`src/hw/rtl/spr_pkg.sv`:
```
// Shared types, constants and a helper function for the signed permutation rank block.
`timescale 1ns / 1ps
`default_nettype none

package spr_pkg;

    // Number of element lanes carried on the input beat
    localparam int unsigned LANES = 6;

    // Dimension after reset
    localparam logic [2:0] DIM_RESET = 3'd6;

    // Input beat: one signed permutation, lane 0 first
    typedef struct packed {
        logic signed [3:0] elem0;
        logic signed [3:0] elem1;
        logic signed [3:0] elem2;
        logic signed [3:0] elem3;
        logic signed [3:0] elem4;
        logic signed [3:0] elem5;
    } in_beat_t;

    // Output beat: rank and validity flag
    typedef struct packed {
        logic [15:0] rank;
        logic        is_valid;
    } out_beat_t;

    // After stage 1: magnitudes, sign mask and effective dimension
    typedef struct packed {
        logic [LANES-1:0][3:0] mag;
        logic [LANES-1:0]      mask;
        logic [2:0]            d;
    } s1_t;

    // After stage 2: validity and per-lane count of smaller later magnitudes
    typedef struct packed {
        logic                  ok;
        logic [LANES-1:0][2:0] cnt;
        logic [LANES-1:0]      mask;
        logic [2:0]            d;
    } s2_t;

    // After stage 3: lexicographic rank of the magnitudes
    typedef struct packed {
        logic             ok;
        logic [9:0]       lex;
        logic [LANES-1:0] mask;
        logic [2:0]       d;
    } s3_t;

    // Factorial of 0..6
    function automatic logic [9:0] fact_of(input logic [2:0] n);
        logic [9:0] f;
        case (n)
            3'd0:    f = 10'd1;
            3'd1:    f = 10'd1;
            3'd2:    f = 10'd2;
            3'd3:    f = 10'd6;
            3'd4:    f = 10'd24;
            3'd5:    f = 10'd120;
            3'd6:    f = 10'd720;
            default: f = 10'd0;
        endcase
        return f;
    endfunction

endpackage

`default_nettype wire

```
`src/hw/rtl/spr_order.sv`:
```
// Validity check and smaller-later counts over the magnitudes of one permutation.
`timescale 1ns / 1ps
`default_nettype none

module spr_order
    import spr_pkg::*;
(
    input  s1_t s1,
    output s2_t s2
);

    logic [LANES-1:0]      active;
    logic [LANES-1:0]      bad;
    logic [LANES-1:0][2:0] cnt;

    // Mark lanes inside the dimension
    always_comb
    begin
        for (int i = 0; i < LANES; i++)
        begin
            active[i] = (3'(i) < s1.d);
        end
    end

    // Flag zero, out-of-range and repeated magnitudes
    always_comb
    begin
        for (int i = 0; i < LANES; i++)
        begin
            bad[i] = active[i] && ((s1.mag[i] == 4'd0) || (s1.mag[i] > {1'b0, s1.d}));
            for (int j = i + 1; j < LANES; j++)
            begin
                if (active[i] && active[j] && (s1.mag[i] == s1.mag[j]))
                begin
                    bad[i] = 1'b1;
                end
            end
        end
    end

    // Count later active lanes holding a smaller magnitude
    always_comb
    begin
        for (int i = 0; i < LANES; i++)
        begin
            cnt[i] = 3'd0;
            for (int j = i + 1; j < LANES; j++)
            begin
                if (active[i] && active[j] && (s1.mag[j] < s1.mag[i]))
                begin
                    cnt[i] = cnt[i] + 3'd1;
                end
            end
        end
    end

    assign s2.ok   = ~|bad;
    assign s2.cnt  = cnt;
    assign s2.mask = s1.mask;
    assign s2.d    = s1.d;

endmodule

`default_nettype wire

```
`src/hw/rtl/signed_permutation_rank_top.sv`:
```
// Top level of the signed permutation rank block: config register and four-stage pipeline.
//
// Usage:
//   Input channel in_valid/in_ready/in_data carries one signed permutation per
//   beat (elem0..elem5, 4-bit two's complement). Output channel
//   out_valid/out_ready/out_data returns one beat per input: the rank
//   lexrank(magnitudes) * 2^dim + signmask and is_valid. A beat whose
//   magnitudes are not a permutation of 1..dim returns dim! * 2^dim with
//   is_valid low. Lanes at or above dim are ignored.
//   The config channel cfg_valid/cfg_ready/cfg_data writes dim; cfg_ready is
//   always high. Write it only while no beat is in flight. Values above
//   MAX_DIM act as MAX_DIM.
//   One beat per cycle is sustained while the receiver accepts, through the
//   four register stages (sign strip, order check, factorial weighting,
//   rank assembly), each of which takes a new beat every cycle while it is
//   not stalled.
//   Reset clears all stage valid bits and sets dim to 6. When the receiver
//   stalls, the output beat holds; earlier stages keep filling bubbles and
//   in_ready drops only once every stage holds a beat.
`timescale 1ns / 1ps
`default_nettype none

module signed_permutation_rank_top
    import spr_pkg::*;
#(
    parameter int MAX_DIM = 6
)
(
    input  wire        clk,
    input  wire        rst_n,
    input  wire        in_valid,
    output logic       in_ready,
    input  in_beat_t   in_data,
    output logic       out_valid,
    input  wire        out_ready,
    output out_beat_t  out_data,
    input  wire        cfg_valid,
    output logic       cfg_ready,
    input  wire  [2:0] cfg_data
);

    localparam logic [2:0] DIM_CAP = 3'(MAX_DIM);

    logic [2:0] dim_reg;
    logic       v1_reg, v2_reg, v3_reg, v4_reg;
    logic       rdy1, rdy2, rdy3, rdy4;
    s1_t        s1_reg, s1_next;
    s2_t        s2_reg, s2_next;
    s3_t        s3_reg, s3_next;
    out_beat_t  out_reg, out_next;
    logic [LANES-1:0][3:0] raw;

    // Config register, always ready
    assign cfg_ready = 1'b1;

    always_ff @(posedge clk or negedge rst_n)
    begin
        if (!rst_n)
        begin
            dim_reg <= DIM_RESET;
        end
        else if (cfg_valid)
        begin
            dim_reg <= cfg_data;
        end
    end

    // Stage readiness: a stage advances when empty or when its successor advances
    assign rdy4     = !v4_reg || out_ready;
    assign rdy3     = !v3_reg || rdy4;
    assign rdy2     = !v2_reg || rdy3;
    assign rdy1     = !v1_reg || rdy2;
    assign in_ready = rdy1;

    // Stage 1: strip signs, build the mask, saturate the dimension
    assign raw = {in_data.elem0, in_data.elem1, in_data.elem2,
                  in_data.elem3, in_data.elem4, in_data.elem5};

    always_comb
    begin
        s1_next.d = (dim_reg > DIM_CAP) ? DIM_CAP : dim_reg;
        for (int i = 0; i < LANES; i++)
        begin
            // raw is packed with elem0 at the top
            s1_next.mag[i]  = raw[LANES-1-i][3] ? 4'(~raw[LANES-1-i] + 4'd1) : raw[LANES-1-i];
            s1_next.mask[i] = raw[LANES-1-i][3] && (3'(i) < s1_next.d);
        end
    end

    // Stage 2: validity and counts
    spr_order u_order (
        .s1 (s1_reg),
        .s2 (s2_next)
    );

    // Stage 3: weight each count by the factorial of the remaining length
    always_comb
    begin
        logic [12:0] acc;
        acc = 13'd0;
        for (int i = 0; i < LANES; i++)
        begin
            if (3'(i) < s2_reg.d)
            begin
                acc = acc + 13'(s2_reg.cnt[i] * fact_of(3'(s2_reg.d - 3'd1 - 3'(i))));
            end
        end
        s3_next.ok   = s2_reg.ok;
        s3_next.lex  = acc[9:0];
        s3_next.mask = s2_reg.mask;
        s3_next.d    = s2_reg.d;
    end

    // Stage 4: assemble the rank or the out-of-range marker
    always_comb
    begin
        out_next.is_valid = s3_reg.ok;
        if (s3_reg.ok)
        begin
            out_next.rank = (16'(s3_reg.lex) << s3_reg.d) | 16'(s3_reg.mask);
        end
        else
        begin
            out_next.rank = 16'(fact_of(s3_reg.d)) << s3_reg.d;
        end
    end

    // Advance valid bits
    always_ff @(posedge clk or negedge rst_n)
    begin
        if (!rst_n)
        begin
            v1_reg <= 1'b0;
            v2_reg <= 1'b0;
            v3_reg <= 1'b0;
            v4_reg <= 1'b0;
        end
        else
        begin
            if (rdy1) v1_reg <= in_valid;
            if (rdy2) v2_reg <= v1_reg;
            if (rdy3) v3_reg <= v2_reg;
            if (rdy4) v4_reg <= v3_reg;
        end
    end

    // Advance payload; hold it while the stage is stalled
    always_ff @(posedge clk)
    begin
        if (rdy1) s1_reg  <= s1_next;
        if (rdy2) s2_reg  <= s2_next;
        if (rdy3) s3_reg  <= s3_next;
        if (rdy4) out_reg <= out_next;
    end

    assign out_valid = v4_reg;
    assign out_data  = out_reg;

endmodule

`default_nettype wire

```
`config.mk`:
```
export PLATFORM = sky130hd
export DESIGN_NAME = signed_permutation_rank_top
export DESIGN_NICKNAME = d
export VERILOG_FILES = /design/src/hw/rtl/spr_pkg.sv /design/src/hw/rtl/spr_order.sv /design/src/hw/rtl/signed_permutation_rank_top.sv
export SDC_FILE = /design/constraint.sdc
export NUM_CORES = 1
export LEC_CHECK = 0
export ABC_AREA = 1
export BUFFER_PORTS_ARGS = -buffer_cell sky130_fd_sc_hd__buf_2
export CAP_MARGIN = 20
export CORE_MARGIN = 3
export CORE_UTILIZATION = 25
export CTS_CLUSTER_SIZE = 20
export DETAILED_ROUTE_END_ITERATION = 10
export HOLD_SLACK_MARGIN = 0.12
export PLACE_DENSITY = 0.45
export SLEW_MARGIN = 25
export SYNTH_ARGS = -nofsm -noshare
export SYNTH_HDL_FRONTEND = slang
export SYNTH_SLANG_ARGS = --single-unit
```
`constraint.sdc`:
```
create_clock -name clk -period 10.9 [get_ports clk]
set_input_delay 1.09 -clock clk [delete_from_list [all_inputs] [get_ports clk]]
set_output_delay 1.09 -clock clk [all_outputs]
set_load 0.01 [all_outputs]
```
==> results of run 1 <==
[layer usage]
| metal | vias up | track usage | wire (um) |
|---|---|---|---|
| met5 | - | 0 | 0 |
| met1 | 4005 | 0.170 | 13500 |
| met2 | 91 | 0.204 | 12400 |
| met4 | 0 | 0.0242 | 310 |
| li1 | 4600 | - | - |
| met3 | 18 | 0.0120 | 465 |
[layout make-up]
type / instances / area, um^2
Timing Repair Buffer: 51 / 258
Fill cell: 4634 / 30300
Multi-Input combinational cell: 988 / 6720
Clock inverter: 5 / 66.3
Sequential cell: 99 / 2940
Inverter: 265 / 995
Tap cell: 539 / 674
Clock buffer: 11 / 253
[how the worst max path moves through the flow]
stage	to
2_1_floorplan	s3_reg[18]
3_3_place_gp	s3_reg[18]
3_5_place_dp	s3_reg[18]
4_1_cts	s3_reg[18]
5_1_grt	s3_reg[18]
6_report	s3_reg[18]
[stage by stage]
| step | hold slack [ns] | utilization | cells | power (mW) |
|---|---|---|---|---|
| after global routing | 0.428 | 0.282 | 1958 | 2.77 |
| after CTS | 0.422 | 0.282 | 1958 | 2.50 |
| after detailed placement | 0.405 | 0.274 | 1942 | 2.14 |
| final | 0.421 | 0.282 | 1958 | 2.47 |
| after global placement | 0.402 | 0.274 | 1942 | 2.14 |
| after floorplan | 0.400 | - | 1370 | 1.75 |
[cells in the mapped netlist, types with 4 or more instances]
| cell | instances | area share |
|---|---|---|
| a21oi_1 | 52 | 0.024 |
| inv_1 | 261 | 0.091 |
| nor3_1 | 18 | 0.0084 |
| o21ai_0 | 53 | 0.025 |
| nand2_1 | 294 | 0.10 |
| o21ai_1 | 6 | 0.0028 |
| nor4_1 | 8 | 0.0047 |
| o211ai_1 | 12 | 0.0084 |
| or2_2 | 7 | 0.0041 |
| inv_2 | 4 | 0.0014 |
| dfrtp_1 | 5 | 0.012 |
| a211oi_1 | 5 | 0.0035 |
| clkbuf_1 | 10 | 0.0035 |
| ha_1 | 168 | 0.20 |
| nand3_1 | 73 | 0.034 |
| and2_1 | 4 | 0.0023 |
| nand3b_1 | 6 | 0.0042 |
| edfxtp_1 | 92 | 0.26 |
| fa_1 | 44 | 0.082 |
| nor2_1 | 133 | 0.046 |
| xor2_1 | 12 | 0.0098 |
| a31oi_1 | 10 | 0.0058 |
| xnor2_1 | 15 | 0.012 |
| o221ai_1 | 7 | 0.0057 |
| nand4_1 | 23 | 0.013 |
| buf_2 | 5 | 0.0023 |
[kinds of logic (layout without fill, tap and decap cells)]
kind of cell             count (synthesis)  count (layout)  share of synthesized area
XOR/XNOR                                27              27                     0.0220
multiplexers                             2               2                    0.00186
adder cells (fa/ha/maj)                212             212                      0.278
AO/OA/AOI/OAI                          170             170                     0.0943
AND/OR/NAND/NOR                        576             576                      0.230
other                                    1               1                   0.000349
buffers and inverters                  283             332                      0.100
flip-flops                              99              99                      0.274
[report_power, final]
part	leakage (nW)	total (mW)	switching, mW	internal (mW)
registers	1.05	0.622	0.0891	0.533
logic	4.87	1.51	0.959	0.550
clock network	0.155	0.342	0.148	0.194
==> results by group, run 1 <==
Run
  • Max Cap Violations: 0

Logic synthesis
  • EDFF count, synth: slightly above 90
  • Synthesized area per cell: roughly 8 um^2
  • Mapped Cells: 1370
  • #FFs+latches synth: just under 100
  • Yosys cell types: 51
  • Synth async-reset ratio: 0.0707
  • Syn nets: between 1500 and 2000
  • Sequential element share of the synthesized area: 0.274
  • Ys flop type: edfxtp_1
  • Synth Cell Area: between 10000 and 15000 um^2
  • Yosys warning count: 0

Placed design
  • I/O Buffers: 50
  • Placed instance area: around 12000 um^2
  • Final Wtd Congestion: between 0.8 and 0.9
  • Place WS: between 1 and 1.5 ns
  • Post-detail-place hpwl: 22200 um

Layout
  • NumNets Final: 1658
  • Commonest non-fill, non-tap cell in the layout: nand2_1
  • Max reg flops: 33
  • Share of layout cells above drive strength 1: 0.0684
  • Most frequent cells in the layout: nand2_1 (294), inv_1 (261), ha_1 (168)
  • N_diodes: 0
  • Area grow syn2layout: 10.9%
  • Post-route cell area: about 12000 um^2

Critical path
  • Arrival time worst endpoint: between 9 and 10 ns
  • CP required: 11.01 ns
  • R2R depth: between 40 and 50
  • Slowest stage delay, CP: 0.52 ns
  • Reg2Reg Launch Point: s2_reg[0]
  • Slowest cell on crit path: fa_1
  • Startpoint types: flip-flop
  • Most frequent CP cell: nand2_1
  • Stages on worst setup path: 47
  • Crit path buf inv count: 6
  • Worst Path Class, Setup: flip-flop to flip-flop
  • Worst R2R End: s3_reg[18]
  • CP delay by family, top: adder cells
  • Worst Path Max Fanout: 9
  • Crit. End Element: flip-flop
  • Reg2reg setup slack: approximately 1.2 ns
  • Crit. Startpoint: s2_reg[0]

Detailed routing
  • WL/cell: 13.6 um
  • Vias per cell: 4.45
  • DRT Pass-1 Iters: 5
  • Via count: about 8700
  • Routed Wire Length: between 20000 and 30000 um
  • Remaining DRCs: 0
  • Antenna Violating Nets Remaining: 0
  • First DRT Iteration DRCs: about 420

Worst hold path
  • Hold EP: s3_reg[3]
  • Worst hold path type: flip-flop to flip-flop
  • Worst hold start: s2_reg[3]
  • Hold depth: 0

Power
  • Maximum vdd drop: 0.0911 mV
  • Leakage power: 6.08 nW
  • Pwr dens: a little over 200 nW/um^2

Timing
  • Setup ws final: 1.20 ns
  • Max frequency: ~100 MHz
  • Clk_skew: between 0.01 and 0.015 ns
  • Final worst path period need: ~9.7 ns
  • Setup TNS: 0 ns
  • Worst Tran Pin Value: 0.849 ns
  • # setup viols final: 0
  • Slew HR: 0.433
  • RSZ-0062 raised after global routing: false
  • Final Hold Vio Count: 0
  • Max Slew Vio Count: 0
  • Final Cycle Share: 0.890

Global routing
  • Overflow after GRT: 0
  • Largest net degree at the start of global routing: 36
  • All-Layer GR Usage: 0.121
  • Initial antenna violation count: 0
  • Vias in the first global route: 8560
  • First-pass GRT wire length: 44400 um

Clock network
  • Num CTS Buffers: 9
  • Clock buffer depth: 2
  • Cts repair resizes: 0
  • Post-CTS Setup Bufs: 0
  • Hold buffer count at cts: 0
  • Clock transition at the registers of the reported paths: ~0.07 ns
  • CTS tree: yes
  • Skew-Pair Late Insertion Delay: ~0.35 ns
  • Clock sinks: 99
  • H-tree levels: 3
  • Root Buffer: clkbuf_16

Die
  • # IOs: 52
  • Die Area: between 40000 and 50000 um^2
  • Die height: 213 um
  • Width of the chip: about 210 um
  • Initial Utilization: 0.254
  • Core Box Area: 42200 um^2
  • Site Rows: 75

Outcome
  • Status: completed
(Power assumes the default switching activity.)
==> inputs of run 2 (changes only) <==
Settings changed: CTS_BUF_LIST set to sky130_fd_sc_hd__clkbuf_16, SYNTH_HIERARCHICAL set to 1.
==> run 2 against run 1 <==
  * Total power grew 78%
  * Global-route usage grew 0.79 points
  * Utilization grew 3.1 points
  * Clock power is essentially flat
  * Combinational power grew 120%
  * First-iteration DRC count grew 66%
  * Sequential cell count grew 6
  * Via count grew 30%
  * Final cell count grew 32%
  * Setup slack lost 0.98 ns
  * Largest cell class unchanged
==> results by group, run 2 <==
Outcome
  • Status: completed

Layout
  • Share of layout cells above drive strength 1: 0.193 (+0.125)
  • Final Non-Filler Cells: 2590 (+32%)
  • Max reg flops: 33 (unchanged)
  • N_diodes: 0 (unchanged)
  • Commonest non-fill, non-tap cell in the layout: nand2_1
  • Filler cells: 5440 (+17%)
  • Area grow syn2layout: 22.3%
  • NumNets Final: 2195 (+32%)
  • Most frequent cells in the layout: nand2_1 (442), inv_1 (323), ha_1 (147)

Power
  • Leakage power: 8.22 nW (+35%)
  • Pwr dens: 277 nW/um^2 (+33%)
  • Maximum vdd drop: 0.147 mV (+61%)

Critical path
  • Slowest cell on crit path: fa_2
  • R2R depth: 64 (+36%)
  • Critical Path Sink: s3_reg[18]
  • Worst Path Class, Setup: flip-flop to flip-flop
  • Crit. Startpoint: s2_reg[1]
  • Slowest stage delay, CP: 0.57 ns (+0.05 ns)
  • Worst R2R End: s3_reg[18]
  • Reg2Reg Launch Point: s2_reg[1]
  • CP required: 11.02 ns (about the same)
  • Worst Path Max Fanout: 6 (-3)
  • Reg2reg setup slack: 0.22 ns (-0.98 ns)
  • Arrival time worst endpoint: 10.80 ns (+0.99 ns)
  • Crit. End Element: flip-flop
  • Startpoint types: flip-flop

Logic synthesis
  • #FFs+latches synth: 105 (+6.1%)
  • Synthesized area per cell: 7.45 um^2 (-4.9%)
  • Mapped Cells: 1744 (+27%)
  • Area contributors post-synth: edfxtp_1 (23%), ha_1 (17%), nand2_1 (13%), fa_1 (12%), inv_1 (9.9%)
  • Yosys cell types: 54 (+5.9%)
  • Synth async-reset ratio: 0.0667 (-0.00404)
  • Yosys warning count: 6 (+6)
  • Top-count cell post-synth: nand2_1
  • Leading area contributor after synthesis: edfxtp_1
  • Yosys top cell area share: 0.226 (-0.0308)
  • Sequential element share of the synthesized area: 0.240 (-0.0337)
  • Synth cell count leaders: nand2_1 (462), inv_1 (342), ha_1 (173)
  • Synth Cell Area: 13000 um^2 (+21%)
  • Ys flop type: edfxtp_1
  • EDFF count, synth: 98 (+6.5%)

Run
  • Max Cap Violations: 0 (unchanged)

Placed design
  • Final Wtd Congestion: 0.866 (+3.7%)
  • Placed Cells: 2554 (+32%)
  • I/O Buffers: 50 (unchanged)
  • Post-detail-place hpwl: 29400 um (+33%)
  • Place WS: -0.438 ns (-1.64 ns)

Die
  • Site Rows: 82 (+9.3%)
  • Core Box Area: 50800 um^2 (+20%)
  • # IOs: 52 (unchanged)
  • Die height: 234 um (+9.7%)
  • Die Area: 54800 um^2 (+20%)
  • Width of the chip: 234 um (+9.7%)
  • Initial Utilization: 0.256 (+0.00156)

Clock network
  • Hold buffer count at cts: 0 (unchanged)
  • Clock sinks: 105 (+6.1%)
  • Clock buffer depth: 2 (unchanged)
  • Num CTS Buffers: 9 (unchanged)
  • Root Buffer: clkbuf_16
  • H-tree levels: 3 (unchanged)
  • Clock transition at the registers of the reported paths: 0.08 ns (about the same)
  • CTS tree: yes
  • Skew-Pair Late Insertion Delay: 0.36 ns (about the same)

Detailed routing
  • DRT Pass-1 Iters: 5 (unchanged)
  • First DRT Iteration DRCs: 698 (+66%)
  • WL/cell: 13.5 um (-0.47%)
  • Routed Wire Length: 35100 um (+32%)
  • Via count: 11400 (+30%)
  • Remaining DRCs: 0 (unchanged)
  • Vias per cell: 4.38 (-1.5%)
  • Antenna Violating Nets Remaining: 0 (unchanged)

Global routing
  • Largest net degree at the start of global routing: 36 (unchanged)
  • Initial antenna violation count: 0 (unchanged)
  • First-pass GRT wire length: 57000 um (+28%)
  • Vias in the first global route: 11200 (+30%)
  • All-Layer GR Usage: 0.129 (+0.00792)
  • Overflow after GRT: 0 (unchanged)

Worst hold path
  • Worst hold path type: flip-flop to flip-flop

Timing
  • Max Slew Vio Count: 0 (unchanged)
  • Slew HR: 0.432 (-0.00114)
  • Final Hold Vio Count: 0 (unchanged)
  • Max frequency: 93.6 MHz (-9.2%)
  • Setup ws final: 0.219 ns (-0.985 ns)
  • Worst Tran Pin Value: 0.851 ns (+0.00170 ns)
  • RSZ-0062 raised after global routing: true
  • # setup viols final: 0 (unchanged)
  • Clk_skew: 0.0138 ns (-0.00000390 ns)
  • Final Cycle Share: 0.980 (+0.0903)
  • Final worst path period need: 10.68 ns (+0.985 ns)
[run 2: cells by family (layout without fill, tap and decap cells)]
kind of cell,Yosys count,count (layout),synth area share
AND/OR/NAND/NOR,801,801,0.261
buffers and inverters,391,560,0.118
other,2,7,0.000578
AO/OA/AOI/OAI,168,168,0.0766
multiplexers,3,3,0.00231
XOR/XNOR,24,24,0.0162
flip-flops,105,105,0.240
adder cells (fa/ha/maj),250,250,0.285
[run 2: power breakdown]
group | internal [mW] | switching, mW
combinational | 1.56 | 1.83
sequential | 0.566 | 0.100
clock | 0.182 | 0.158
total | 2.31 | 2.09
[run 2: critical path, delay by kind of cell (launching register included)]
kind / cells / cell delay (ns)
DFF: 1 / 0.41
adders and majority gates: 14 / 4.98
AOI/OAI and AO/OA: 5 / 0.73
xor gates and xnor gates: 2 / 0.29
and+or+nand+nor: 27 / 2.82
buffers and inverters: 16 / 1.24
[run 2: layout make-up]
cell class	instances	area, um^2	area share
timing repair buffer	193	1340	0.0842
inverter	351	1330	0.0834
tap	672	841	0.0529
clock buffer	9	225	0.0142
clock inverter	7	81.3	0.00512
multi-input combinational	1253	8960	0.564
sequential	105	3120	0.196
[run 2: worst min path at each step]
stage / startpoint / to / slack, ns / depth (start not counted)
3_3_place_gp: s2_reg[4] / s3_reg[4] / 0.40 / 0
6_report: s2_reg[3] / s3_reg[3] / 0.42 / 0
2_1_floorplan: s2_reg[27] / out_next[0] / 0.40 / 0
4_1_cts: s2_reg[3] / s3_reg[3] / 0.42 / 0
3_5_place_dp: s2_reg[3] / s3_reg[3] / 0.40 / 0
5_1_grt: s2_reg[5] / s3_reg[5] / 0.42 / 0
[run 2: timing repair]
| action | CTS | global route |
|---|---|---|
| cloned | 0 | 0 |
| endpoints found under the setup margin | 2 | 4 |
| pin swaps | 16 | 74 |
| setup buffers | 3 | 17 |
| gates resized for setup | 41 | 98 |
[run 2: stage by stage]
| step | TNS, ns | total power, mW | cell area [um^2] | util | hold WS, ns |
|---|---|---|---|---|---|
| final | 0 | 4.40 | 15900 | 0.313 | 0.419 |
| after global routing | -0.554 | 4.88 | 15900 | 0.313 | 0.424 |
| after CTS | 0 | 3.98 | 15300 | 0.302 | 0.421 |
| after detailed placement | -0.438 | 3.45 | 14800 | 0.292 | 0.405 |
| after global placement | -0.335 | 3.43 | 14800 | 0.292 | 0.404 |
| after floorplan | 0 | 2.42 | 13000 | - | 0.400 |
[run 2: routing by layer]
layer,global-route usage,part of all wire,vias to the layer above
met4,0.0145,0.0073,0
met1,0.180,0.49,5342
met3,0.0121,0.026,17
li1,-,-,5863
met2,0.224,0.48,129
met5,0,0,-
==> inputs of run 3 (changes only) <==
Settings changed: CELL_PAD_IN_SITES_DETAIL_PLACEMENT set to 1, CELL_PAD_IN_SITES_GLOBAL_PLACEMENT set to 2, CTS_CLUSTER_SIZE 20 to 25, PLACE_DENSITY 0.45 to 0.64.
==> run 3 against run 2 <==
  * Sequential cell count unchanged
  * Final cell count increased by 0.58%
  * Sequential power about the same
  * Setup slack got worse by 0.11 ns
  * Worst hold slack improved by 0.00064 ns
  * Critical endpoint unchanged
==> results by group, run 3 (synthesis results as in run 2) <==
Placed design
  • I/O Buffers: 50 (unchanged)
  • Final Wtd Congestion: 0.828 (-4.4%)
  • Placed Cells: 2566 (+0.47%)
  • Placed instance area: 14900 um^2 (+0.61%)
  • Post-detail-place hpwl: 34200 um (+16%)

Timing
  • # setup viols final: 0 (unchanged)
  • Hold Slack: 0.419 ns (+0.000639 ns)
  • Slew HR: 0.410 (-0.0226)
  • Clk_skew: 0.0135 ns (-0.000383 ns)
  • Final Hold Vio Count: 0 (unchanged)
  • Max Slew Vio Count: 0 (unchanged)
  • Worst Tran Pin Value: 0.885 ns (+0.0338 ns)
  • Max frequency: 92.7 MHz (-1.0%)
  • Final worst path period need: 10.79 ns (+0.110 ns)
  • Setup TNS: 0 ns (unchanged)
  • Final Cycle Share: 0.990 (+0.0101)
  • RSZ-0062 raised after global routing: true

Detailed routing
  • Vias per cell: 4.49 (+2.4%)
  • Remaining DRCs: 0 (unchanged)
  • WL/cell: 15.6 um (+15%)
  • Routed Wire Length: 40600 um (+16%)
  • DRT Pass-1 Iters: 4 (-1)
  • First DRT Iteration DRCs: 494 (-29%)
  • Via count: 11700 (+3.0%)
  • Antenna Violating Nets Remaining: 0 (unchanged)

Clock network
  • Root Buffer: clkbuf_16
  • Clock transition at the registers of the reported paths: 0.08 ns (about the same)
  • H-tree levels: 3 (unchanged)
  • Clock buffer depth: 2 (unchanged)
  • Skew-Pair Late Insertion Delay: 0.37 ns (about the same)
  • Num CTS Buffers: 9 (unchanged)
  • CTS tree: yes
  • Clock sinks: 105 (unchanged)

Die
  • Die Area: 54800 um^2 (unchanged)
  • Initial Utilization: 0.256 (unchanged)
  • Die height: 234 um (unchanged)
  • # IOs: 52 (unchanged)
  • Width of the chip: 234 um (unchanged)
  • Site Rows: 82 (unchanged)
  • Core Box Area: 50800 um^2 (unchanged)

Critical path
  • Crit. End Element: flip-flop
  • Slowest stage delay, CP: 0.56 ns (about the same)
  • Startpoint types: flip-flop
  • Worst Path Class, Setup: flip-flop to flip-flop
  • Worst Path Max Fanout: 6 (unchanged)
  • CP required: 11.03 ns (about the same)
  • Arrival time worst endpoint: 10.92 ns (+0.12 ns)
  • Slowest cell on crit path: fa_1
  • Most frequent CP cell: inv_2

Global routing
  • All-Layer GR Usage: 0.150 (+0.0208)
  • Vias in the first global route: 12300 (+10%)
  • Initial antenna violation count: 0 (unchanged)
  • First-pass GRT wire length: 65000 um (+14%)
  • Largest net degree at the start of global routing: 36 (unchanged)
  • Overflow after GRT: 0 (unchanged)

Power
  • Pwr dens: 281 nW/um^2 (+1.6%)
  • Tot Pwr: 4.54 mW (+3.2%)
  • Maximum vdd drop: 0.109 mV (-26%)
  • Leakage power: 8.34 nW (+1.5%)

Worst hold path
  • Worst hold path type: flip-flop to flip-flop

Layout
  • Area grow syn2layout: 24.2%
  • NumNets Final: 2210 (+0.68%)
  • Filler cells: 6200 (+14%)
  • Commonest non-fill, non-tap cell in the layout: nand2_1
  • Share of layout cells above drive strength 1: 0.207 (+0.0135)
  • Most frequent cells in the layout: nand2_1 (434), inv_1 (320), buf_4 (150)
  • Post-route cell area: 16100 um^2 (+1.6%)
  • N_diodes: 0 (unchanged)
  • Final Non-Filler Cells: 2605 (+0.58%)
  • Max reg flops: 33 (unchanged)

Run
  • Max Cap Violations: 0 (unchanged)

Outcome
  • Status: completed
## run 3: cell types whose count changed in the layout (fill, tap and decap cells not counted), moves of 4 or more
cell	change
nand2_4	+6
buf_6	+4
nand2_1	-8
nand3_1	-4
buf_4	+11
nor2_4	+4
## run 3: stage by stage
step,setup WS (ns),utilization
after floorplan,0.00617,-
after global placement,-0.298,0.293
after detailed placement,-0.581,0.293
after CTS,-0.0718,0.304
after global routing,-0.429,0.318
final,0.108,0.318
## run 3: final timing paths
check	startpoint	to	slack (ns)	depth (start not counted)
setup / recovery	s2_reg[0]	s3_reg[18]	0.11	64
hold / removal	s2_reg[3]	s3_reg[3]	0.42	0
setup reg to reg	s2_reg[0]	s3_reg[18]	0.11	64
hold reg to reg	s2_reg[3]	s3_reg[3]	0.42	0
max in group asynchronous	rst_n	dim_reg[2]	10.12	1
min in group asynchronous	rst_n	dim_reg[0]	0.54	1
## run 3: layout make-up
type / count / area (um^2) / area share
multi-input cells: 1253 / 9120 / 0.565
flip-flops and latches: 105 / 3120 / 0.193
repair buffers: 208 / 1470 / 0.0908
inverters: 351 / 1330 / 0.0821
well taps: 672 / 841 / 0.0521
clock buffers: 9 / 225 / 0.0139
clock inverters: 7 / 46.3 / 0.00287
## run 3: repair_timing
action	CTS	global route
endpoints found under the setup margin	3	5
gates resized for setup	49	127
pin swaps	23	89
hold buffers	0	0
buffers inserted	4	19
cloned	0	0
## run 3: routing by layer
layer,wire (um),global-route usage,up-vias
li1,-,-,5886
met1,19700,0.205,5706
met2,19800,0.261,81
met3,753,0.0187,20
met4,387,0.0174,0
met5,0,0,-
## run 3: where the power goes
part           switching (mW)  internal [mW]  leakage, nW
Combinational            1.95           1.61         7.09
Sequential              0.103          0.566         1.12
Clock                   0.158          0.155        0.135
## run 3: worst max-delay path: cells and delay by family (launching register included)
family,cells,cell delay [ns]
AOI/OAI and AO/OA,7,0.92
and+or+nand+nor,27,2.94
DFF,1,0.44
buffers and inverters,15,0.99
adders and majority gates,14,5.08
xor gates and xnor gates,1,0.16
